$ cat config.mk
export PLATFORM = sky130hd
export DESIGN_NAME = pru_front_flat
export DESIGN_NICKNAME = d
export VERILOG_FILES = /design/src/hdl/pru_pkg.sv /design/src/hdl/pru_if.sv /design/src/hdl/pru_front.sv /design/src/flat_wrapper.sv
export SDC_FILE = /design/constraint.sdc
export NUM_CORES = 1
export LEC_CHECK = 0
export CAP_MARGIN = 20
export CORE_MARGIN = 5
export CORE_UTILIZATION = 70
export DETAILED_ROUTE_END_ITERATION = 8
export DONT_BUFFER_PORTS = 1
export PLACE_DENSITY = 0.86
export RECOVER_POWER = 100
export SKIP_LAST_GASP = 1
export SLEW_MARGIN = 20
export SYNTH_ARGS = -nofsm -noshare
export SYNTH_HDL_FRONTEND = slang
export SYNTH_SLANG_ARGS = --single-unit
$ cat constraint.sdc
create_clock -name clk -period 14.85 [get_ports clk]
set_input_delay 2.2275 -clock clk [delete_from_list [all_inputs] [get_ports clk]]
set_output_delay 2.2275 -clock clk [all_outputs]
set_load 0.02 [all_outputs]
$ cat src/hdl/pru_pkg.sv
// Shared types and constants for the PNG row unfilter block.
// Depends on nothing; every other file of the block but pru_ram uses it.
`default_nettype none

package pru_pkg;

  localparam int BYTE_W          = 8;
  localparam int MAX_ROW_BYTES   = 4096;
  localparam int MAX_PIXEL_BYTES = 8;
  localparam int QUEUE_DEPTH     = 4;

  // configuration register widths
  localparam int COLS_W    = 13;
  localparam int BPPCFG_W  = 4;
  localparam int CFG_IDX_W = 1;
  localparam int CFG_DAT_W = (COLS_W > BPPCFG_W) ? COLS_W : BPPCFG_W;

  localparam int ADDR_W = $clog2(MAX_ROW_BYTES);
  localparam int POS_W  = $clog2(MAX_ROW_BYTES + 1);
  localparam int BPP_W  = $clog2(MAX_PIXEL_BYTES + 1);
  localparam int SEL_W  = (MAX_PIXEL_BYTES > 1) ? $clog2(MAX_PIXEL_BYTES) : 1;
  localparam int PROD_W = COLS_W + BPP_W;

  localparam logic [CFG_IDX_W-1:0] CFG_COLUMNS         = 1'd0;
  localparam logic [CFG_IDX_W-1:0] CFG_BYTES_PER_PIXEL = 1'd1;

  localparam logic [BYTE_W-1:0] FILT_NONE = 8'd0;
  localparam logic [BYTE_W-1:0] FILT_SUB  = 8'd1;
  localparam logic [BYTE_W-1:0] FILT_UP   = 8'd2;

  typedef enum logic [1:0] {
    OP_PASS,
    OP_ADD_SUB,
    OP_ADD_UP,
    OP_BAD
  } op_t;

  // one classified data byte, handed from front to back
  typedef struct packed {
    logic [BYTE_W-1:0] data_byte;
    op_t               op;
    logic [ADDR_W-1:0] addr;
    logic [SEL_W-1:0]  sel;
    logic              last;
  } pru_item_t;

endpackage

`default_nettype wire

$ cat src/hdl/pru_if.sv
// Valid/ready channel interfaces for the input bytes and the decoded results.
// Depends on pru_pkg for the byte width.
`default_nettype none

interface pru_in_if;
  logic                      valid;
  logic                      ready;
  logic [pru_pkg::BYTE_W-1:0] data_byte;

  modport source (output valid, output data_byte, input ready);
  modport sink   (input valid, input data_byte, output ready);
endinterface


`default_nettype wire

$ cat src/hdl/pru_front.sv
// Front end: configuration registers, row tracking and classification of each byte.
// Depends on pru_pkg and pru_in_if; feeds pru_queue.
`default_nettype none

module pru_front (
  input  wire logic                           clk,
  input  wire logic                           rst_n,
  input  wire logic                           cfg_we,
  input  wire logic [pru_pkg::CFG_IDX_W-1:0]  cfg_index,
  input  wire logic [pru_pkg::CFG_DAT_W-1:0]  cfg_data,
  pru_in_if.sink                              in_ch,
  input  wire logic                           q_full,
  output      logic                           q_push,
  output      pru_pkg::pru_item_t             q_item
);

  import pru_pkg::*;

  logic [COLS_W-1:0]   columns_r;
  logic [BPPCFG_W-1:0] bpp_r;
  logic                filt_exp_r, filt_exp_nxt;
  logic [ADDR_W-1:0]   idx_r, idx_nxt;
  logic [BYTE_W-1:0]   filter_r, filter_nxt;
  logic                first_row_r, first_row_nxt;

  logic [BPP_W-1:0]  eff_bpp;
  logic [COLS_W-1:0] eff_cols;
  logic [PROD_W-1:0] prod;
  logic [POS_W-1:0]  row_len;
  logic              accept;
  logic              last;

  always_ff @(posedge clk) begin
    if (!rst_n) begin
      columns_r <= COLS_W'(1);
      bpp_r     <= BPPCFG_W'(1);
    end else if (cfg_we) begin
      unique case (cfg_index)
        CFG_COLUMNS:         columns_r <= cfg_data[COLS_W-1:0];
        CFG_BYTES_PER_PIXEL: bpp_r     <= cfg_data[BPPCFG_W-1:0];
      endcase
    end
  end

  // clamp the configuration into its usable range
  always_comb begin
    if (bpp_r == '0) begin
      eff_bpp = BPP_W'(1);
    end else if (32'(bpp_r) > MAX_PIXEL_BYTES) begin
      eff_bpp = BPP_W'(MAX_PIXEL_BYTES);
    end else begin
      eff_bpp = BPP_W'(bpp_r);
    end
    eff_cols = (columns_r == '0) ? COLS_W'(1) : columns_r;
    prod     = PROD_W'(eff_cols) * PROD_W'(eff_bpp);
    row_len  = (32'(prod) > MAX_ROW_BYTES) ? POS_W'(MAX_ROW_BYTES) : POS_W'(prod);
  end

  assign in_ch.ready = !q_full;
  assign accept      = in_ch.valid && !q_full;
  assign last        = (POS_W'(idx_r) + POS_W'(1)) >= row_len;

  always_comb begin
    q_item.data_byte = in_ch.data_byte;
    q_item.addr      = idx_r;
    q_item.sel       = SEL_W'(eff_bpp - BPP_W'(1));
    q_item.last      = last;
    priority if (filter_r == FILT_NONE) begin
      q_item.op = OP_PASS;
    end else if (filter_r == FILT_SUB) begin
      q_item.op = (32'(idx_r) >= 32'(eff_bpp)) ? OP_ADD_SUB : OP_PASS;
    end else if (filter_r == FILT_UP) begin
      q_item.op = first_row_r ? OP_PASS : OP_ADD_UP;
    end else begin
      q_item.op = OP_BAD;
    end
  end

  assign q_push = accept && !filt_exp_r;

  always_comb begin
    filt_exp_nxt  = filt_exp_r;
    idx_nxt       = idx_r;
    filter_nxt    = filter_r;
    first_row_nxt = first_row_r;
    if (accept) begin
      if (filt_exp_r) begin
        filter_nxt   = in_ch.data_byte;
        filt_exp_nxt = 1'b0;
        idx_nxt      = '0;
      end else if (last) begin
        filt_exp_nxt  = 1'b1;
        first_row_nxt = 1'b0;
      end else begin
        idx_nxt = idx_r + ADDR_W'(1);
      end
    end
  end

  always_ff @(posedge clk) begin
    if (!rst_n) begin
      filt_exp_r  <= 1'b1;
      idx_r       <= '0;
      filter_r    <= '0;
      first_row_r <= 1'b1;
    end else begin
      filt_exp_r  <= filt_exp_nxt;
      idx_r       <= idx_nxt;
      filter_r    <= filter_nxt;
      first_row_r <= first_row_nxt;
    end
  end

endmodule

`default_nettype wire

$ cat src/flat_wrapper.sv
// flat-port wrapper written by rule: the top's interface ports become plain ports
module pru_front_flat import pru_pkg::*;
  (clk, rst_n, cfg_we, cfg_index, cfg_data, q_full, q_push, q_item, in_ch_valid, in_ch_data_byte, in_ch_ready);
  pru_in_if in_ch_i ();
  input  wire logic clk;
  input  wire logic rst_n;
  input  wire logic cfg_we;
  input  wire logic [pru_pkg::CFG_IDX_W-1:0] cfg_index;
  input  wire logic [pru_pkg::CFG_DAT_W-1:0] cfg_data;
  input  wire logic q_full;
  output      logic q_push;
  output      pru_pkg::pru_item_t q_item;
  input wire logic [$bits(in_ch_i.valid)-1:0] in_ch_valid;
  input wire logic [$bits(in_ch_i.data_byte)-1:0] in_ch_data_byte;
  output wire logic [$bits(in_ch_i.ready)-1:0] in_ch_ready;
  assign in_ch_i.valid = in_ch_valid;
  assign in_ch_i.data_byte = in_ch_data_byte;
  assign in_ch_ready = in_ch_i.ready;
  pru_front u_core (.clk(clk), .rst_n(rst_n), .cfg_we(cfg_we), .cfg_index(cfg_index), .cfg_data(cfg_data), .in_ch(in_ch_i), .q_full(q_full), .q_push(q_push), .q_item(q_item));
endmodule
==> results of run 1 <==
==> worst register-to-register path, delay by kind of cell, from the launching register on <==
kind	cells	cell delay (ns)
fa+ha+maj	4	1.67
xor+xnor	1	0.17
buf+inv	2	0.45
simple gates	4	1.42
flops	1	0.48
compound gates	11	4.86
==> routing by layer <==
metal,routed length (um),up-vias
li1,-,1722
met1,4110,1657
met2,4180,132
met3,527,27
met4,257,0
met5,0,-
==> worst max path at each step <==
| stage | slack, ns | end | startpoint | cells after the start |
|---|---|---|---|---|
| 6_report | 3.66 | q_item[0] | u_core.bpp_r[3] | 20 |
| 5_1_grt | 2.88 | q_item[0] | u_core.bpp_r[3] | 19 |
| 4_1_cts | 5.34 | q_item[0] | u_core.bpp_r[3] | 19 |
| 3_5_place_dp | 5.70 | q_item[0] | u_core.bpp_r[3] | 19 |
| 3_3_place_gp | 6.05 | q_item[0] | u_core.bpp_r[3] | 19 |
| 2_1_floorplan | 6.85 | q_item[0] | u_core.columns_r[4] | 22 |
==> state kept, by name, summed over array words and instances, names as in the netlist <==
| name | flops |
|---|---|
| u_core.first_row_r | 1 |
| u_core.idx_r | 12 |
| u_core.filt_exp_r | 1 |
| u_core.filter_r | 8 |
| u_core.bpp_r | 4 |
| u_core.columns_r | 13 |
==> kinds of logic after synthesis <==
family,count (synthesis),share of synthesized area (%)
compound gates,98,15.9
xor+xnor,21,4.58
buf+inv,79,8.44
flops,39,19.4
simple gates,227,28.2
fa+ha+maj,62,23.4
==> cell type report <==
type / instances / area, um2
Timing Repair Buffer: 1 / 3.75
Clock inverter: 3 / 71.3
Sequential cell: 39 / 781
Tap cell: 72 / 90.1
Multi-Input combinational cell: 408 / 2880
Fill cell: 423 / 1470
Inverter: 47 / 176
Clock buffer: 5 / 68.8
==> placed cells by master (no fill, tap or decap), drive strengths merged, types with 4 or more instances in the layout <==
| master | count |
|---|---|
| xnor2 | 10 |
| nor2b | 8 |
| o211ai | 9 |
| fa | 22 |
| o31ai | 4 |
| nand3 | 32 |
| nand2b | 7 |
| xor2 | 11 |
| or4 | 4 |
| ha | 40 |
| a31oi | 4 |
| inv | 47 |
| a21oi | 41 |
| nand2 | 87 |
| nor3 | 7 |
| nor2 | 20 |
| o21ai | 16 |
| clkbuf | 6 |
| nand4 | 4 |
| and2 | 36 |
| and3 | 7 |
| nor4 | 5 |
| a21o | 8 |
| dfxtp | 39 |
==> report_power, final <==
| part | leakage (nW) | internal (mW) | switching (mW) |
|---|---|---|---|
| registers | 0.318 | 0.108 | 0.00487 |
| logic | 1.45 | 0.0179 | 0.0380 |
| clock network | 0.0703 | 0.0682 | 0.0410 |
==> stage by stage <==
stage	total power, mW	area (um2)	setup WS, ns	util, %
final	0.278	4070	3.66	73.4
after detailed placement	0.170	3950	5.70	71.3
after global routing	0.291	4070	2.88	73.4
after floorplan	0.164	4020	6.85	-
after CTS	0.279	4090	5.34	73.8
after global placement	0.167	3950	6.05	71.3
==> run_results.csv, run 1 <==
group,metric,value,unit
clock_network,cts_setup_buffers,0,
min_path,hp-class,"reg2reg",
logic_synthesis,netlist.area_leader.share,19.4,%
logic_synthesis,syn_inst,526,
min_path,hp-start,"u_core.first_row_r",
grt,grt.met3_usage,4.42,%
timing,rsz0062_at_grt,"no",
pwr,leakagePower,1.84,nW
floorplan,dieArea,0.00735,mm2
run,drv_cap,2,
worst_setup_path,r2r_cells,22,
worst_setup_path,slowest_stage,"a2111oi_0",
logic_synthesis,netlist_area,0.00402,mm2
logic_synthesis,ys_async_sr_fraction,0,%
timing,fin_skew,0.0130,ns
final_layout,final_layout_size_suffix_gt1_share,2.58,%
final_layout,n_antenna_cell,0,
worst_setup_path,endpoint_kind,"primary output",
final_layout,fin_cells,575,
worst_setup_path,start_kind,"flip-flop",
grt,gr-max-usage-layer,"met2",
worst_setup_path,required,12.62,ns
grt,grt_use_met1,34.8,%
grt,grt_usage,25.7,%
worst_setup_path,critPathArrivalTime,8.96,ns
worst_setup_path,critPathMaxStageDelay,2.14,ns
run_status,outcome,"finished with violations",
logic_synthesis,seq_area_frac_synth,19.4,%
min_path,min_path_cells,1,
clock_network,cts_buffers,5,
logic_synthesis,synth.area.top_cells,"dfxtp_1, ha_1, fa_1, nand2_1, and2_1",
logic_synthesis,yosys.area.top_type,"dfxtp_1",
worst_setup_path,critPathKind,"reg2out",
final_layout,finalNetCount,591,
grt,grt_pass1_wl,15800,um
timing,setup_violations,0,
pwr,ir_drop,0.0762,mV
worst_setup_path,path_buf_inv,2,
detailed_routing,drtPass1Iterations,5,
detailed_routing,wirelength,9070,um
timing,slew_headroom,-85.5,%
pwr,powerDensity,68.4,mW/mm2
clock_network,cts-htree-levels,2,
clock_network,clkSinkCount,39,
logic_synthesis,yosys_warnings,0,
timing,hold_ws,0.456,ns
clock_network,ctsLongestPathBuffers,2,
clock_network,cts_tree,"done",
logic_synthesis,synth-seq-cells,39,
timing,layout_min_cycle_time,11.19,ns
final_layout,area_growth,1.31,%
clock_network,clock_latency,0.30,ns
clock_network,path_clk_slew,0.08,ns
grt,grt_max_degree,36,
placement,dpl.cell_count,567,
clock_network,cts_hold_buffers,0,
logic_synthesis,syn_area_per_cell,7.64,um2
timing,setup_tns,0,ns
floorplan,die_h,85.7,um
run_status,failed_checks,"max-capacitance violations, max-slew violations",
timing,slew_violations,49,
timing,finalHoldViolCount,0,
logic_synthesis,synth.top_cells.by_count,"nand2_1, inv_1, a21oi_1, ha_1, dfxtp_1",
detailed_routing,vias,3538,
placement,hpwlAfterDp,7020,um
logic_synthesis,syn_nets,615,
placement,numPortBuffers,0,
worst_setup_path,path_cells,"nor2b_1, nand2_1, fa_1, fa_1, inv_1, ha_1, a211oi_1, o21ai_1, o31ai_1, o311ai_1, xor2_1, a2111oi_0, and3_1, ha_1, nand2b_1, a21o_1, a211o_1, a211oi_1, o21a_1, inv_1",
worst_setup_path,reg2reg_to,"u_core.idx_r[3]",
detailed_routing,drc,0,
worst_setup_path,critPathMaxFanout,18,
grt,antenna_found_initial,0,
worst_setup_path,path_delay_family,"compound AO/OA/AOI/OAI gates",
placement,place_congestion,0.930,
logic_synthesis,yosysMostFrequentCell,"nand2_1",
detailed_routing,wl_per_cell,15.8,um
clock_network,root_buffer,"clkbuf_8",
grt,grt.met2_usage,41.5,%
floorplan,io_pins,55,
worst_setup_path,rrSetupSlack,5.64,ns
timing,clock.fmax,89.4,MHz
worst_setup_path,r2r_start,"u_core.bpp_r[3]",
floorplan,fp-row-count,27,
clock_network,cts-resized-gates,0,
detailed_routing,drtIter0Drc,269,
grt,grt_pass1_vias,3435,
logic_synthesis,ys.flop_type,"dfxtp_1",
detailed_routing,ant_nets,0,
logic_synthesis,yosysUniqueCellTypes,47,
timing,worst_pin_slew,2.71,ns
grt,grt.overflow.total,0,
min_path,min_to,"u_core.first_row_r",
floorplan,initial_core_util,72.5,%
logic_synthesis,synth-edff-count,0,
floorplan,die_w,85.7,um
timing,post-route-period-util,75.4,%
detailed_routing,via_per_inst,6.15,
floorplan,core-area,0.00554,mm2
Note: power is estimated with default switching activity, not from simulation.
==> inputs of run 2 (changes only) <==
- ABC_AREA: default -> 1
- CORE_UTILIZATION: 70 -> 65
- PLACE_DENSITY: 0.86 -> 0.81
- clock period: 14.85 -> 11.41 ns (I/O delays scaled with it)
==> run_results.csv, run 2 <==
group,metric,value,unit
run_status,outcome,"complete, no violations",
floorplan,core-area,0.00624,mm2
logic_synthesis,synth-seq-cells,39,
grt,grt_usage,24.2,%
final_layout,area_growth,1.55,%
worst_setup_path,critPathArrivalTime,5.77,ns
floorplan,die_w,89.6,um
run,drv_cap,0,
timing,slew_headroom,43.9,%
floorplan,dieArea,0.00803,mm2
worst_setup_path,slowest_stage,"dfxtp_1",
clock_network,cts_hold_buffers,0,
timing,setup_tns,0,ns
logic_synthesis,netlist_area,0.00412,mm2
clock_network,clock_latency,0.30,ns
pwr,seqPwrFrac,38.3,%
placement,place_congestion,0.929,
detailed_routing,ant_nets,0,
detailed_routing,wirelength,8740,um
pwr,leakagePower,2.21,nW
min_path,hp-class,"reg2reg",
timing,setup_violations,0,
worst_setup_path,critPathKind,"reg2out",
timing,finalHoldViolCount,0,
detailed_routing,highest-signal-layer,"met4",
clock_network,cts_buffers,5,
worst_setup_path,critPathMaxFanout,17,
logic_synthesis,ys.flop_type,"dfxtp_1",
final_layout,utilization,67.0,%
pwr,p_sw_share,35.5,%
final_layout,largest_reg_flops,13,
placement,hpwlAfterDp,7330,um
pwr,powerDensity,92.4,mW/mm2
placement,place_ws,4.63,ns
final_layout,final_layout_size_suffix_gt1_share,3.28,%
timing,rsz0062_at_grt,"no",
logic_synthesis,yosysUniqueCellTypes,31,
worst_setup_path,path_buf_inv,4,
logic_synthesis,synth.area.top_cells,"dfxtp_1, nand2_1, ha_1, inv_1, fa_1",
final_layout,regMostFlops,"u_core.columns_r",
grt,grt_pass1_vias,3500,
logic_synthesis,syn_area_per_cell,6.57,um2
timing,clock.fmax,134,MHz
timing,slew_violations,0,
final_layout,mostFrequentLayoutCells,"nand2_1, inv_1, nor2_1, a21oi_1, ha_1",
worst_setup_path,critPathMaxStageDelay,0.65,ns
floorplan,initial_core_util,66.0,%
logic_synthesis,syn_inst,627,
timing,worst_pin_slew,0.842,ns
pwr,ir_drop,0.0902,mV
floorplan,io_pins,55,
floorplan,die_h,89.6,um
detailed_routing,wl_per_cell,12.7,um
pwr,netSwitchingPower,0.137,mW
detailed_routing,vias,3742,
logic_synthesis,syn_nets,716,
worst_setup_path,start_kind,"flip-flop",
final_layout,finalNetCount,698,
grt,grt.overflow.total,0,
clock_network,ctsLongestPathBuffers,2,
grt,antenna_found_initial,0,
worst_setup_path,path_cells,"a21oi_1, inv_1, nor2_1, fa_1, inv_1, fa_1, inv_1, ha_1, nand2_1, inv_1, a21oi_1, nor2_1, nor2_1, nand2_1, nand2_1, nand4_1, nor2_1, nand3b_1, ha_1, nand2_1, nor3_1, o21ai_0, nand3_1",
detailed_routing,drtIter0Drc,174,
grt,grt_max_degree,29,
logic_synthesis,netlist.area_leader.share,19.0,%
logic_synthesis,yosysMostFrequentCell,"nand2_1",
final_layout,layout_commonest_cell,"nand2_1",
final_layout,fillers,565,
worst_setup_path,path_delay_family,"simple AND/OR/NAND/NOR gates",
placement,numPortBuffers,0,
detailed_routing,drtPass1Iterations,5,
final_layout,largestRegisters,"u_core.columns_r (13), u_core.idx_r (12), u_core.filter_r (8)",
grt,grt_pass1_wl,15600,um
pwr,combPwrFrac,30.3,%
clock_network,cts_tree,"done",
clock_network,path_clk_slew,0.09,ns
logic_synthesis,yosys_warnings,0,
clock_network,root_buffer,"clkbuf_8",
worst_setup_path,required,9.70,ns
timing,hold_ws,0.456,ns
placement,dpl-instance-area,0.00407,mm2
final_layout,fin_area,0.00418,mm2
clock_network,clkSinkCount,39,
final_layout,multi_input_area,0.00271,mm2
logic_synthesis,seq_area_frac_synth,19.0,%
final_layout,seqCellArea,781,um2
detailed_routing,routed-wl-met2,4120,um
floorplan,fp-row-count,29,
timing,setup_slack,3.93,ns
logic_synthesis,synth-edff-count,0,
detailed_routing,drt-met1-wl,4100,um
timing,post-route-period-util,65.6,%
pwr,p_clk_share,31.4,%
worst_setup_path,endpoint_kind,"primary output",
logic_synthesis,ys_async_sr_fraction,0,%
clock_network,cts_setup_buffers,0,
logic_synthesis,synth.top_cells.by_count,"nand2_1, inv_1, nor2_1, a21oi_1, ha_1",
clock_network,cts-htree-levels,2,
detailed_routing,drc,0,
detailed_routing,route.met3.wl,364,um
logic_synthesis,yosys.area.top_type,"dfxtp_1",
final_layout,n_antenna_cell,0,
timing,layout_min_cycle_time,7.48,ns
worst_setup_path,rrSetupSlack,4.90,ns
detailed_routing,via_per_inst,5.45,
timing,fin_skew,0.0111,ns
pwr,p_int,0.249,mW
clock_network,cts-resized-gates,0,
## run 2: final cells by class
cell class / instances / area share [%]
inverters: 128 / 11.5
well taps: 77 / 2.30
clock buffers: 5 / 1.65
flip-flops and latches: 39 / 18.7
clock inverters: 3 / 1.14
multi-input cells: 435 / 64.8
## run 2: worst reg2reg max path, cell delays in order, from the launching register on
cell      delay [ns]
dfxtp_1         0.65
a21oi_1         0.20
inv_1           0.35
nor2_1          0.11
fa_1            0.49
inv_1           0.05
fa_1            0.53
inv_1           0.04
ha_1            0.35
nand2_1         0.13
inv_1           0.06
a21oi_1         0.19
nor2_1          0.07
nor2_1          0.12
nand2_1         0.08
nand2_1         0.06
nand4_1         0.14
nor2_1          0.64
nand3b_1        0.16
ha_1            0.36
a21oi_1         0.14
o21ai_0         0.10
a21oi_1         0.16
nand3_1         0.29
nor2_1          0.68
nand2_1         0.14
a21oi_1         0.17
## run 2: cell families (layout without fill, tap and decap cells)
kind of cell | after synthesis | in the layout | share of synthesized area [%]
buffers and inverters | 153 | 136 | 15.1
xor gates and xnor gates | 15 | 15 | 3.19
AOI/OAI and AO/OA | 88 | 88 | 11.2
and+or+nand+nor | 270 | 270 | 28.7
adders and majority gates | 62 | 62 | 22.9
DFF | 39 | 39 | 19.0
## run 2: power groups by stage
stage	clock [mW]	combinational, mW	sequential, mW
after global placement	0	0.112	0.151
final	0.121	0.117	0.148
after floorplan	0	0.104	0.149
after CTS	0.123	0.117	0.148
after global routing	0.130	0.133	0.149
after detailed placement	0	0.116	0.151
## run 2: final timing paths
path | start | endpoint | cells past startpoint
max | u_core.bpp_r[3] | q_item[0] | 23
min | u_core.filter_r[7] | u_core.filter_r[7] | 2
min reg2reg | u_core.filter_r[7] | u_core.filter_r[7] | 2
max reg2reg | u_core.bpp_r[3] | u_core.idx_r[10] | 26
## run 2: routing by layer
metal | vias up | global-route usage [%]
li1 | 1915 | -
met1 | 1714 | 32.3
met2 | 98 | 42.0
met3 | 15 | 2.74
met4 | 0 | 5.41
met5 | - | 0
## run 2: through the flow
stage	total power, mW	cells
after global routing	0.412	687
after global placement	0.263	679
final	0.386	687
after CTS	0.388	687
after floorplan	0.253	627
after detailed placement	0.267	679
