--- src/hdl/pru_pkg.sv ---
// Shared types and constants for the PNG row unfilter block.
// Depends on nothing; every other file of the block but pru_ram uses it.
`default_nettype none

package pru_pkg;

  localparam int BYTE_W          = 8;
  localparam int MAX_ROW_BYTES   = 4096;
  localparam int MAX_PIXEL_BYTES = 8;
  localparam int QUEUE_DEPTH     = 4;

  // configuration register widths
  localparam int COLS_W    = 13;
  localparam int BPPCFG_W  = 4;
  localparam int CFG_IDX_W = 1;
  localparam int CFG_DAT_W = (COLS_W > BPPCFG_W) ? COLS_W : BPPCFG_W;

  localparam int ADDR_W = $clog2(MAX_ROW_BYTES);
  localparam int POS_W  = $clog2(MAX_ROW_BYTES + 1);
  localparam int BPP_W  = $clog2(MAX_PIXEL_BYTES + 1);
  localparam int SEL_W  = (MAX_PIXEL_BYTES > 1) ? $clog2(MAX_PIXEL_BYTES) : 1;
  localparam int PROD_W = COLS_W + BPP_W;

  localparam logic [CFG_IDX_W-1:0] CFG_COLUMNS         = 1'd0;
  localparam logic [CFG_IDX_W-1:0] CFG_BYTES_PER_PIXEL = 1'd1;

  localparam logic [BYTE_W-1:0] FILT_NONE = 8'd0;
  localparam logic [BYTE_W-1:0] FILT_SUB  = 8'd1;
  localparam logic [BYTE_W-1:0] FILT_UP   = 8'd2;

  typedef enum logic [1:0] {
    OP_PASS,
    OP_ADD_SUB,
    OP_ADD_UP,
    OP_BAD
  } op_t;

  // one classified data byte, handed from front to back
  typedef struct packed {
    logic [BYTE_W-1:0] data_byte;
    op_t               op;
    logic [ADDR_W-1:0] addr;
    logic [SEL_W-1:0]  sel;
    logic              last;
  } pru_item_t;

endpackage

`default_nettype wire

--- src/hdl/pru_queue.sv ---
// Short FIFO of classified bytes between the front end and the back end.
// Depends on pru_pkg.
`default_nettype none

module pru_queue (
  input  wire logic               clk,
  input  wire logic               rst_n,
  input  wire logic               push,
  input  wire pru_pkg::pru_item_t push_item,
  input  wire logic               pop,
  output      logic               q_valid,
  output      logic               q_full,
  output      pru_pkg::pru_item_t head_item
);

  import pru_pkg::*;

  localparam int QPTR_W = (QUEUE_DEPTH > 1) ? $clog2(QUEUE_DEPTH) : 1;
  localparam int QCNT_W = $clog2(QUEUE_DEPTH + 1);

  pru_item_t          slot_r [QUEUE_DEPTH];
  logic [QPTR_W-1:0]  wr_ptr_r, wr_ptr_nxt;
  logic [QPTR_W-1:0]  rd_ptr_r, rd_ptr_nxt;
  logic [QCNT_W-1:0]  count_r, count_nxt;

  assign q_valid   = count_r != '0;
  assign q_full    = count_r == QCNT_W'(QUEUE_DEPTH);
  assign head_item = slot_r[rd_ptr_r];

  always_comb begin
    wr_ptr_nxt = wr_ptr_r;
    rd_ptr_nxt = rd_ptr_r;
    count_nxt  = count_r;
    if (push) begin
      wr_ptr_nxt = (wr_ptr_r == QPTR_W'(QUEUE_DEPTH - 1)) ? '0 : wr_ptr_r + QPTR_W'(1);
    end
    if (pop) begin
      rd_ptr_nxt = (rd_ptr_r == QPTR_W'(QUEUE_DEPTH - 1)) ? '0 : rd_ptr_r + QPTR_W'(1);
    end
    if (push && !pop) begin
      count_nxt = count_r + QCNT_W'(1);
    end else if (pop && !push) begin
      count_nxt = count_r - QCNT_W'(1);
    end
  end

  always_ff @(posedge clk) begin
    if (push) begin
      slot_r[wr_ptr_r] <= push_item;
    end
  end

  always_ff @(posedge clk) begin
    if (!rst_n) begin
      wr_ptr_r <= '0;
      rd_ptr_r <= '0;
      count_r  <= '0;
    end else begin
      wr_ptr_r <= wr_ptr_nxt;
      rd_ptr_r <= rd_ptr_nxt;
      count_r  <= count_nxt;
    end
  end

endmodule

`default_nettype wire

--- config.mk ---
export PLATFORM = sky130hd
export DESIGN_NAME = pru_queue
export DESIGN_NICKNAME = d
export VERILOG_FILES = /design/src/hdl/pru_pkg.sv /design/src/hdl/pru_queue.sv
export SDC_FILE = /design/constraint.sdc
export NUM_CORES = 1
export LEC_CHECK = 0
export BUFFER_PORTS_ARGS = -buffer_cell sky130_fd_sc_hd__buf_2
export CAP_MARGIN = 20
export CORE_UTILIZATION = 50
export DETAILED_ROUTE_END_ITERATION = 8
export PLACE_DENSITY = 0.71
export SYNTH_ARGS = -nofsm -noshare
export SYNTH_HDL_FRONTEND = slang
export SYNTH_SLANG_ARGS = --single-unit
--- constraint.sdc ---
create_clock -name clk -period 3.4 [get_ports clk]
set_clock_uncertainty 0.1 [all_clocks]
set_input_delay 0.85 -clock clk [delete_from_list [all_inputs] [get_ports clk]]
set_output_delay 0.85 -clock clk [all_outputs]
set_load 0.1 [all_outputs]
==> results.tsv, run 1 <==
stage	metric	value	unit
floorplan	floorplan.core_area	8220	µm²
logic_synthesis	yosys.area_share.adder	0.0223	
clock_tree	cts_inserted_buffers	17	
floorplan	chipHeight	94.3	µm
worst_setup_path	timing_worst_setup_path_type	flop to output port	
drt	drtPass1Iterations	4	
global_route	global_route.usage.total	0.176	
worst_setup_path	critical_path.cell_chain	buf_12 > mux4_1 > buf_2	
worst_hold_path	worstHoldStart	count_r[2]	
clock_tree	cts_sinks	113	
logic_synthesis	synth_top_cells_by_area	edfxtp_1 73%, mux4_2 11%, dfxtp_1 4.2%, mux4_1 3.7%, ha_1 1.8%	
worst_setup_path	timing.reg2reg.worst_path_depth	4	
worst_setup_path	path_max_fanout	15	
clock_tree	ctsLongestPathBuffers	2	
sta	slew-limit-headroom	0.668	
job	timing.max_cap.violations	0	
sta	final-setup-viol-count	0	
sta	max_freq	0.311	GHz
power_and_ir_drop	p_sw_frac	0.272	
worst_setup_path	worstSetupEndpointType	output port	
clock_tree	cts.repair.resized	0	
global_route	grt_pass1_wl	10500	µm
logic_synthesis	syn-instance-count	180	
drt	drc_errors	0	
logic_synthesis	synthDominantCellAreaShare	0.734	
worst_setup_path	required	2.45	ns
global_route	number_of_antenna_violations_at_the_first_check_in_global_routing	0	
logic_synthesis	synth_compound_gate_area_share	0.00470	
worst_hold_path	hold_class	flop to flop	
logic_synthesis	count_of_distinct_cell_types_in_the_synthesized_netlist	23	
global_route	grt-busiest-layer	met2	
floorplan	die_area	8890	µm²
logic_synthesis	synth_seq_area_share	0.776	
placement	placed_cells	342	
sta	report.final.slew_viol_count	0	
clock_tree	clk_latency	0.51	ns
worst_setup_path	regToRegSetupSlack	1.82	ns
worst_setup_path	timing.critical_path.arrival	2.26	ns
power_and_ir_drop	p_sw	1.05	mW
floorplan	row_count	33	
logic_synthesis	ys_ff_latch	113	
drt	detail_route.iter0.violations	71	
power_and_ir_drop	p_comb_frac	0.153	
final_layout	layout.nets	293	
placement	portBuffers	57	
floorplan	boundaryPins	58	
power_and_ir_drop	report.power.total	3.87	mW
power_and_ir_drop	p_int	2.82	mW
global_route	globalRouteMet2Util	0.295	
worst_setup_path	worst_r2r_end	count_r[2]	
clock_tree	post_cts_hold_buffer_count	0	
drt	routed_via_density	5.35	
worst_setup_path	timing.critical_path.from_type	flop	
drt	wire_per_inst	18.8	µm
final_layout	final-instance-count-excl-fill	374	
logic_synthesis	combinational_family_with_the_most_area_after_synthesis	multiplexers	
logic_synthesis	synth.mux.area_fraction	0.152	
final_layout	drive_above_1_share	0.420	
sta	fin_crit_sh	0.945	
global_route	grt_use_met1	0.189	
floorplan	floorplan.initialDensity	0.518	
logic_synthesis	syn_avg_cell_area	23.6	µm²
logic_synthesis	synthSimpleGateAreaFrac	0.0215	
global_route	grt_pass1_vias	2075	
power_and_ir_drop	ir_drop	0.000350	V
drt	antenna_violating_nets_remaining	0	
global_route	grt_overflow_total	0	
clock_tree	cts.root.buffer_cell	clkbuf_8	
worst_hold_path	timing.hold.worst_endpoint	count_r[2]	
power_and_ir_drop	power.sequential.fraction	0.418	
sta	worst_pin_slew	0.501	ns
logic_synthesis	synth.largest_area_cell	edfxtp_1	
run_status	status	finished, final reports clean	
clock_tree	clk_pin_slew	0.05	ns
sta	finalSetupTns	0	ns
drt	route.final.wire_length	7040	µm
floorplan	die-width	94.3	µm
logic_synthesis	synth.cell_area	4260	µm²
drt	via_count	2001	
worst_hold_path	timing.hold.worst_path_depth	2	
sta	worst_hold_margin	0.403	ns
clock_tree	tritoncts	built	
clock_tree	post-cts-setup-buffers	0	
sta	finalWorstPathRequiredPeriod	3.21	ns
power_and_ir_drop	power_leakage	1.87	nW
sta	hold_viol	0	
sta	rsz0062_at_grt	no	
final_layout	syn_to_final_growth	23.0	%
global_route	global_route.usage.met3	0.0817	
global_route	grt_max_degree	27	
worst_setup_path	slowest_delay	0.61	ns
logic_synthesis	synthXorXnorAreaFrac	0.00412	
placement	place_hpwl	4170	µm
placement	place_congestion	0.680	
worst_setup_path	critical_path.slowest_cell	dfxtp_2	
clock_tree	cts_max_level	4	
power_and_ir_drop	clkPwrFrac	0.429	
worst_setup_path	worst_r2r_startpoint	count_r[0]	
power_and_ir_drop	power_density	739	nW/µm²
final_layout	insertedDiodeCount	0	
logic_synthesis	yosysWarningCount	0	
logic_synthesis	synth.net_count	217	
## layout by cell type, fill, tap and decap left out, drive strengths merged, types with 2 or more instances in the layout
cell	n
ha	6
clkinvlp	2
or3	2
inv	4
buf	63
and2	5
bufinv	3
clkinv	9
mux2i	4
nor2b	5
mux4	26
dfxtp	9
clkbuf	18
edfxtp	104
## worst max-delay path: cells and delay by family (launching register included)
family	cells	cell delay, ns
flip-flops	1	0.61
multiplexers	1	0.58
buffers and inverters	2	0.55
## per-stage QoR
step                      instance area [µm²]  setup slack, ns   util
after floorplan                          4260            0.886      -
after global placement                   4670            0.727  0.568
after detailed placement                 4670            0.683  0.568
after CTS                                5240            0.129  0.637
after global routing                     5240           0.0875  0.637
final                                    5240            0.187  0.637
## power groups by stage
stage / clock network (mW) / registers (mW) / logic, mW
6_report: 1.66 / 1.62 / 0.591
5_1_grt: 1.75 / 1.63 / 0.616
4_1_cts: 1.69 / 1.62 / 0.598
3_5_place_dp: 0 / 1.65 / 0.597
3_3_place_gp: 0 / 1.64 / 0.588
2_1_floorplan: 0 / 1.63 / 0.504
## per-layer routing
metal / vias up / wire length [µm]
li1: 905 / -
met1: 1031 / 2870
met2: 53 / 3680
met3: 12 / 378
met4: 0 / 114
met5: - / 0
## final cells by class
cell class              instances  area [µm²]
flip-flops and latches        113        3300
well taps                     105         131
inverters                       4        15.0
clock buffers                  18         418
clock inverters                14         146
multi-input cells              57         877
fillers                       529        2980
repair buffers                 63         343
## cells in the mapped netlist, drive strengths merged
library cell	count
nor3b	1
o21ai	1
nor3	1
nor2b	5
dfxtp	9
inv	4
edfxtp	104
mux4	26
nor2	1
buf	5
xor2	1
mux2i	4
fa	1
xnor2	1
clkbuf	1
and2	5
or3	2
ha	6
o21a	1
a21boi	1
## registers in the layout, summed over array words and instances (netlist names), named ones only
signal and count:
rd_ptr_r 2, wr_ptr_r 2, slot_r 104, count_r 3
## worst max-delay path by stage
stage | slack (ns) | cells after the start | end
after detailed placement | 0.68 | 3 | head_item[8]
after CTS | 0.13 | 3 | head_item[6]
after global routing | 0.09 | 3 | head_item[6]
after floorplan | 0.89 | 1 | q_full
after global placement | 0.73 | 3 | head_item[8]
final | 0.19 | 3 | head_item[6]
## cell families (layout without fill, tap and decap cells)
family	Yosys count	in the layout
simple gates	15	15
xor+xnor	2	2
compound gates	3	3
flops	113	113
mux	30	30
fa+ha+maj	7	7
buf+inv	10	99
No activity file was read; power rests on OpenSTA's default activity.
==> run 2: changes to the inputs <==
--- a/config.mk
+++ b/config.mk
@@ -7,6 +7,7 @@
 export LEC_CHECK = 0
 export BUFFER_PORTS_ARGS = -buffer_cell sky130_fd_sc_hd__buf_2
 export CAP_MARGIN = 20
+export CORE_MARGIN = 2
 export CORE_UTILIZATION = 50
 export DETAILED_ROUTE_END_ITERATION = 8
 export PLACE_DENSITY = 0.71
==> run 2 against run 1 <==
Clock power is 5% lower. Largest cell class unchanged. Wire length is 2.1% lower. Critical path type unchanged. Clock-buffer cell count is 1 lower. Critical path depth stayed put. Hold slack better by 0.019 ns.
==> results.tsv, run 2 (synthesis gave the netlist of run 1 again) <==
stage	metric	value	unit	change
run_status	status	finished, final reports clean		
final_layout	largest_register	slot_r		
final_layout	final.fill_count	560		+5.9%
final_layout	syn_to_final_growth	22.4	%	
clock_tree	cts_sinks	113		unchanged
drt	detail_route.iter0.violations	80		+13%
clock_tree	ctsLongestPathBuffers	2		unchanged
global_route	grt_pass1_vias	2020		-2.7%
floorplan	die-width	96.3	µm	+2.1%
power_and_ir_drop	power_density	727	nW/µm²	-1.7%
floorplan	chipHeight	96.3	µm	+2.1%
drt	antenna_violating_nets_remaining	0		unchanged
placement	place_congestion	0.675		-0.76%
global_route	grt_max_degree	27		unchanged
worst_setup_path	worst_r2r_startpoint	count_r[0]		
placement	portBuffers	57		unchanged
drt	route.final.wire_length	6900	µm	-2.1%
clock_tree	post_cts_hold_buffer_count	0		unchanged
sta	hold_viol	0		unchanged
floorplan	floorplan.core_area	8220	µm²	unchanged
sta	final-setup-viol-count	0		unchanged
final_layout	layout.cells.most_common	edfxtp_1		
global_route	globalRouteMet2Util	0.269		-0.0256
final_layout	largest_register_ff_count	104		unchanged
worst_hold_path	timing.hold.worst_path_depth	2		unchanged
sta	report.final.slew_viol_count	0		unchanged
worst_setup_path	path_max_fanout	15		unchanged
clock_tree	cts.repair.resized	0		unchanged
final_layout	largest_registers	slot_r: 104 flops, count_r: 3 flops		
drt	drtPass1Iterations	6		+2
clock_tree	clk_pin_slew	0.05	ns	about the same
sta	rsz0062_at_grt	no		
floorplan	floorplan.initialDensity	0.518		unchanged
worst_setup_path	timing.reg2reg.worst_path_depth	4		unchanged
clock_tree	clk_latency	0.51	ns	about the same
sta	worst_hold_margin	0.422	ns	+0.0190 ns
drt	routed_via_density	5.23		-2.3%
sta	max_freq	0.317	GHz	+1.7%
sta	slew-limit-headroom	0.665		-0.00327
sta	finalWorstPathRequiredPeriod	3.16	ns	-0.0541 ns
global_route	number_of_antenna_violations_at_the_first_check_in_global_routing	0		unchanged
worst_hold_path	worstHoldStart	count_r[2]		
final_layout	drive_above_1_share	0.410		-0.00963
clock_tree	cts_max_level	4		unchanged
global_route	global_route.usage.met3	0.0681		-0.0136
global_route	grt_overflow_total	0		unchanged
power_and_ir_drop	ir_drop	0.000454	V	+30%
final_layout	insertedDiodeCount	0		unchanged
floorplan	row_count	33		unchanged
worst_setup_path	timing.critical_path.arrival	2.21	ns	-0.05 ns
floorplan	die_area	9270	µm²	+4.3%
clock_tree	cts.root.buffer_cell	clkbuf_8		
global_route	grt-busiest-layer	met2		
final_layout	layout_common_cells	104 x edfxtp_1, 57 x buf_2, 20 x mux4_2		
power_and_ir_drop	power_leakage	1.85	nW	-1.2%
drt	drc_errors	0		unchanged
global_route	grt_pass1_wl	10500	µm	+0.59%
clock_tree	cts_inserted_buffers	17		unchanged
worst_setup_path	timing_worst_setup_path_type	flop to output port		
global_route	global_route.usage.total	0.167		-0.00821
worst_setup_path	required	2.45	ns	about the same
job	timing.max_cap.violations	0		unchanged
sta	fin_crit_sh	0.929		-0.0159
final_layout	layout.nets	293		unchanged
placement	place_hpwl	4090	µm	-2.0%
sta	worst_pin_slew	0.506	ns	+0.00495 ns
worst_setup_path	timing.critical_path.from_type	flop		
drt	via_count	1950		-2.5%
drt	wire_per_inst	18.5	µm	-1.8%
sta	finalSetupTns	0	ns	unchanged
clock_tree	tritoncts	built		
global_route	grt_use_met1	0.197		+0.00775
floorplan	boundaryPins	58		unchanged
worst_setup_path	worstSetupEndpointType	output port		
worst_hold_path	hold_class	flop to flop		
clock_tree	post-cts-setup-buffers	0		unchanged
run 2: critical path, cell delays in order, from the launching register on:
cell and delay [ns]:
dfxtp_2 0.60, buf_12 0.23, mux4_1 0.56, buf_2 0.31
run 2: cell type report:
type                    instances  area, µm²  share of cell area
clock buffers                  17        414              0.0795
multi-input cells              57        877               0.168
repair buffers                 63        343              0.0658
well taps                     105        131              0.0252
inverters                       4       15.0             0.00288
clock inverters                14        124              0.0238
flip-flops and latches        113       3300               0.634
run 2: power breakdown:
group | leakage, nW | switching (mW) | total (mW) | internal [mW]
combinational | 0.564 | 0.458 | 0.589 | 0.131
clock | 0.254 | 0.560 | 1.57 | 1.02
sequential | 1.03 | 0.0295 | 1.62 | 1.59
total | 1.85 | 1.05 | 3.79 | 2.74
run 2: worst paths after layout:
check             slack (ns)             to
setup / recovery        0.24  head_item[17]
hold reg to reg         0.42     count_r[2]
hold / removal          0.42     count_r[2]
setup reg to reg        1.78     count_r[2]
run 2: layer usage:
metal  routed length, µm  vias up  share of wire
li1                    -      901              -
met1                2880      974           0.42
met2                3490       59           0.51
met3                 389       16          0.056
met4                 137        0          0.020
met5                   0        -              0
run 2: metrics by stage:
stage	util	total power, mW	setup WS, ns	area [µm²]	instances
3_5_place_dp	0.568	2.24	0.714	4670	342
3_3_place_gp	0.568	2.23	0.708	4670	342
2_1_floorplan	-	2.14	0.886	4260	180
5_1_grt	0.634	3.91	0.108	5210	373
4_1_cts	0.634	3.82	0.169	5210	373
6_report	0.634	3.79	0.241	5210	373
==> run 3: changes to the inputs <==
--- a/config.mk
+++ b/config.mk
@@ -9,7 +9,9 @@
 export CAP_MARGIN = 20
 export CORE_MARGIN = 2
 export CORE_UTILIZATION = 50
+export CTS_BUF_LIST = sky130_fd_sc_hd__clkbuf_4
 export DETAILED_ROUTE_END_ITERATION = 8
+export MAX_ROUTING_LAYER = met4
 export PLACE_DENSITY = 0.71
 export SYNTH_ARGS = -nofsm -noshare
 export SYNTH_HDL_FRONTEND = slang
==> run 3 against run 2 <==
Register-to-register slack about the same. First-iteration DRC count decreased by 16%. Global-route usage decreased by 0.083 points. Cell area decreased by 5.5%. Maximum frequency about the same. Via count decreased by 0.46%. Final cell count unchanged. Clock-buffer cell count unchanged. Critical endpoint unchanged. Largest cell class unchanged.
==> results.tsv, run 3 (synthesis gave the netlist of run 1 again) <==
stage	metric	value	unit	change
clock_tree	ctsLongestPathBuffers	2		unchanged
drt	wire_per_inst	17.9	µm	-3.3%
placement	placed_cells	342		unchanged
sta	report.final.slew_viol_count	0		unchanged
worst_setup_path	timing_worst_setup_path_type	flop to output port		
worst_hold_path	hold_class	flop to flop		
global_route	grt_max_degree	27		unchanged
worst_setup_path	regToRegSetupSlack	1.77	ns	about the same
clock_tree	cts_inserted_buffers	17		unchanged
global_route	grt_pass1_vias	1961		-2.9%
sta	hold_viol	0		unchanged
worst_hold_path	timing.hold.worst_path_depth	2		unchanged
sta	rsz0062_at_grt	no		
sta	slew-limit-headroom	0.669		+0.00338
drt	detail_route.iter0.violations	67		-16%
worst_setup_path	worstSetupEndpointType	output port		
final_layout	final-instance-count-excl-fill	373		unchanged
clock_tree	post_cts_hold_buffer_count	0		unchanged
floorplan	chipHeight	96.3	µm	unchanged
placement	post-place-ws	0.714	ns	unchanged
drt	antenna_violating_nets_remaining	0		unchanged
drt	drtPass1Iterations	4		-2
power_and_ir_drop	power_density	626	nW/µm²	-14%
final_layout	stdcell_area	4920	µm²	-5.5%
worst_setup_path	path_max_fanout	15		unchanged
worst_setup_path	timing.critical_path.from_type	flop		
sta	finalWorstPathRequiredPeriod	3.16	ns	-0.00276 ns
drt	via_count	1941		-0.46%
floorplan	floorplan.initialDensity	0.518		unchanged
worst_setup_path	worst_r2r_end	count_r[2]		
placement	place_hpwl	4090	µm	unchanged
final_layout	drive_above_1_share	0.410		unchanged
clock_tree	cts.root.buffer_cell	clkbuf_4		
worst_setup_path	required	2.45	ns	about the same
floorplan	boundaryPins	58		unchanged
drt	drc_errors	0		unchanged
worst_setup_path	worst_r2r_startpoint	count_r[0]		
global_route	number_of_antenna_violations_at_the_first_check_in_global_routing	0		unchanged
placement	portBuffers	57		unchanged
final_layout	layout.cells.most_common	edfxtp_1		
power_and_ir_drop	power_leakage	1.72	nW	-6.8%
final_layout	layout.nets	293		unchanged
floorplan	die-width	96.3	µm	unchanged
placement	place_congestion	0.682		+0.99%
final_layout	largest_registers	slot_r: 104 flops, count_r: 3 flops		
drt	route.final.wire_length	6670	µm	-3.3%
floorplan	row_count	33		unchanged
sta	finalSetupTns	0	ns	unchanged
sta	pnr_worst_setup_slack	0.244	ns	+0.00276 ns
final_layout	syn_to_final_growth	15.6	%	
clock_tree	cts_max_level	4		unchanged
placement	placement.cell_area	4670	µm²	unchanged
sta	final-setup-viol-count	0		unchanged
job	timing.max_cap.violations	0		unchanged
floorplan	die_area	9270	µm²	unchanged
final_layout	postLayoutCoreUtil	0.599		-0.0349
sta	worst_hold_margin	0.428	ns	+0.00510 ns
sta	fin_crit_sh	0.928		about the same
final_layout	largest_register_ff_count	104		unchanged
clock_tree	clk_pin_slew	0.09	ns	+0.04 ns
sta	worst_pin_slew	0.501	ns	-0.00511 ns
power_and_ir_drop	ir_drop	0.000316	V	-30%
worst_setup_path	timing.critical_path.arrival	2.21	ns	about the same
global_route	grt_pass1_wl	10100	µm	-4.0%
global_route	grt_overflow_total	0		unchanged
final_layout	insertedDiodeCount	0		unchanged
worst_setup_path	timing.reg2reg.worst_path_depth	4		unchanged
sta	max_freq	0.317	GHz	about the same
worst_hold_path	timing.hold.worst_endpoint	count_r[2]		
global_route	global_route.usage.total	0.167		-0.000831
clock_tree	cts.repair.resized	0		unchanged
clock_tree	tritoncts	built		
clock_tree	cts_sinks	113		unchanged
run_status	status	finished, final reports clean		
clock_tree	post-cts-setup-buffers	0		unchanged
floorplan	floorplan.core_area	8220	µm²	unchanged
final_layout	largest_register	slot_r		
power_and_ir_drop	report.power.total	3.08	mW	-19%
clock_tree	clk_latency	0.48	ns	-0.03 ns
worst_hold_path	worstHoldStart	count_r[2]		
final_layout	layout_common_cells	104 x edfxtp_1, 57 x buf_2, 20 x mux4_2		
drt	routed_via_density	5.20		-0.46%
run 3: changes by cell type in the layout (fill, tap and decap cells not counted):
| cell | previous run | this run |
|---|---|---|
| clkbuf_16 | 16 | 0 |
| clkbuf_4 | 0 | 17 |
| clkbuf_8 | 1 | 0 |
run 3: worst max-delay path by stage:
| stage | to | from | cells past startpoint |
|---|---|---|---|
| 2_1_floorplan | q_full | count_r[1] | 1 |
| 5_1_grt | head_item[17] | flop | 3 |
| 4_1_cts | head_item[17] | flop | 3 |
| 3_5_place_dp | head_item[17] | flop | 3 |
| 3_3_place_gp | head_item[17] | flop | 3 |
| 6_report | head_item[17] | flop | 3 |
run 3: power by group:
part	switching, mW	internal, mW
logic	0.458	0.131
clock network	0.462	0.415
registers	0.0288	1.59
total	0.949	2.13
run 3: final cells by class:
class / count / area (µm²)
fill: 607 / 3290
inverter: 4 / 15.0
tap: 105 / 131
sequential: 113 / 3300
multi-input combinational: 57 / 877
clock inverter: 14 / 124
clock buffer: 17 / 128
timing repair buffer: 63 / 343
run 3: routing by layer:
metal | routed length (µm) | GRT usage | part of all wire | up-vias
met5 | 0 | - | 0 | -
met4 | 87 | 0.0774 | 0.013 | 0
met3 | 369 | 0.0736 | 0.055 | 7
met2 | 3490 | 0.258 | 0.52 | 53
met1 | 2730 | 0.186 | 0.41 | 976
li1 | - | - | - | 905
run 3: worst max-delay path, stage by stage, from the launching register on:
cell     delay [ns]
dfxtp_2        0.61
buf_12         0.24
mux4_1         0.56
buf_2          0.31
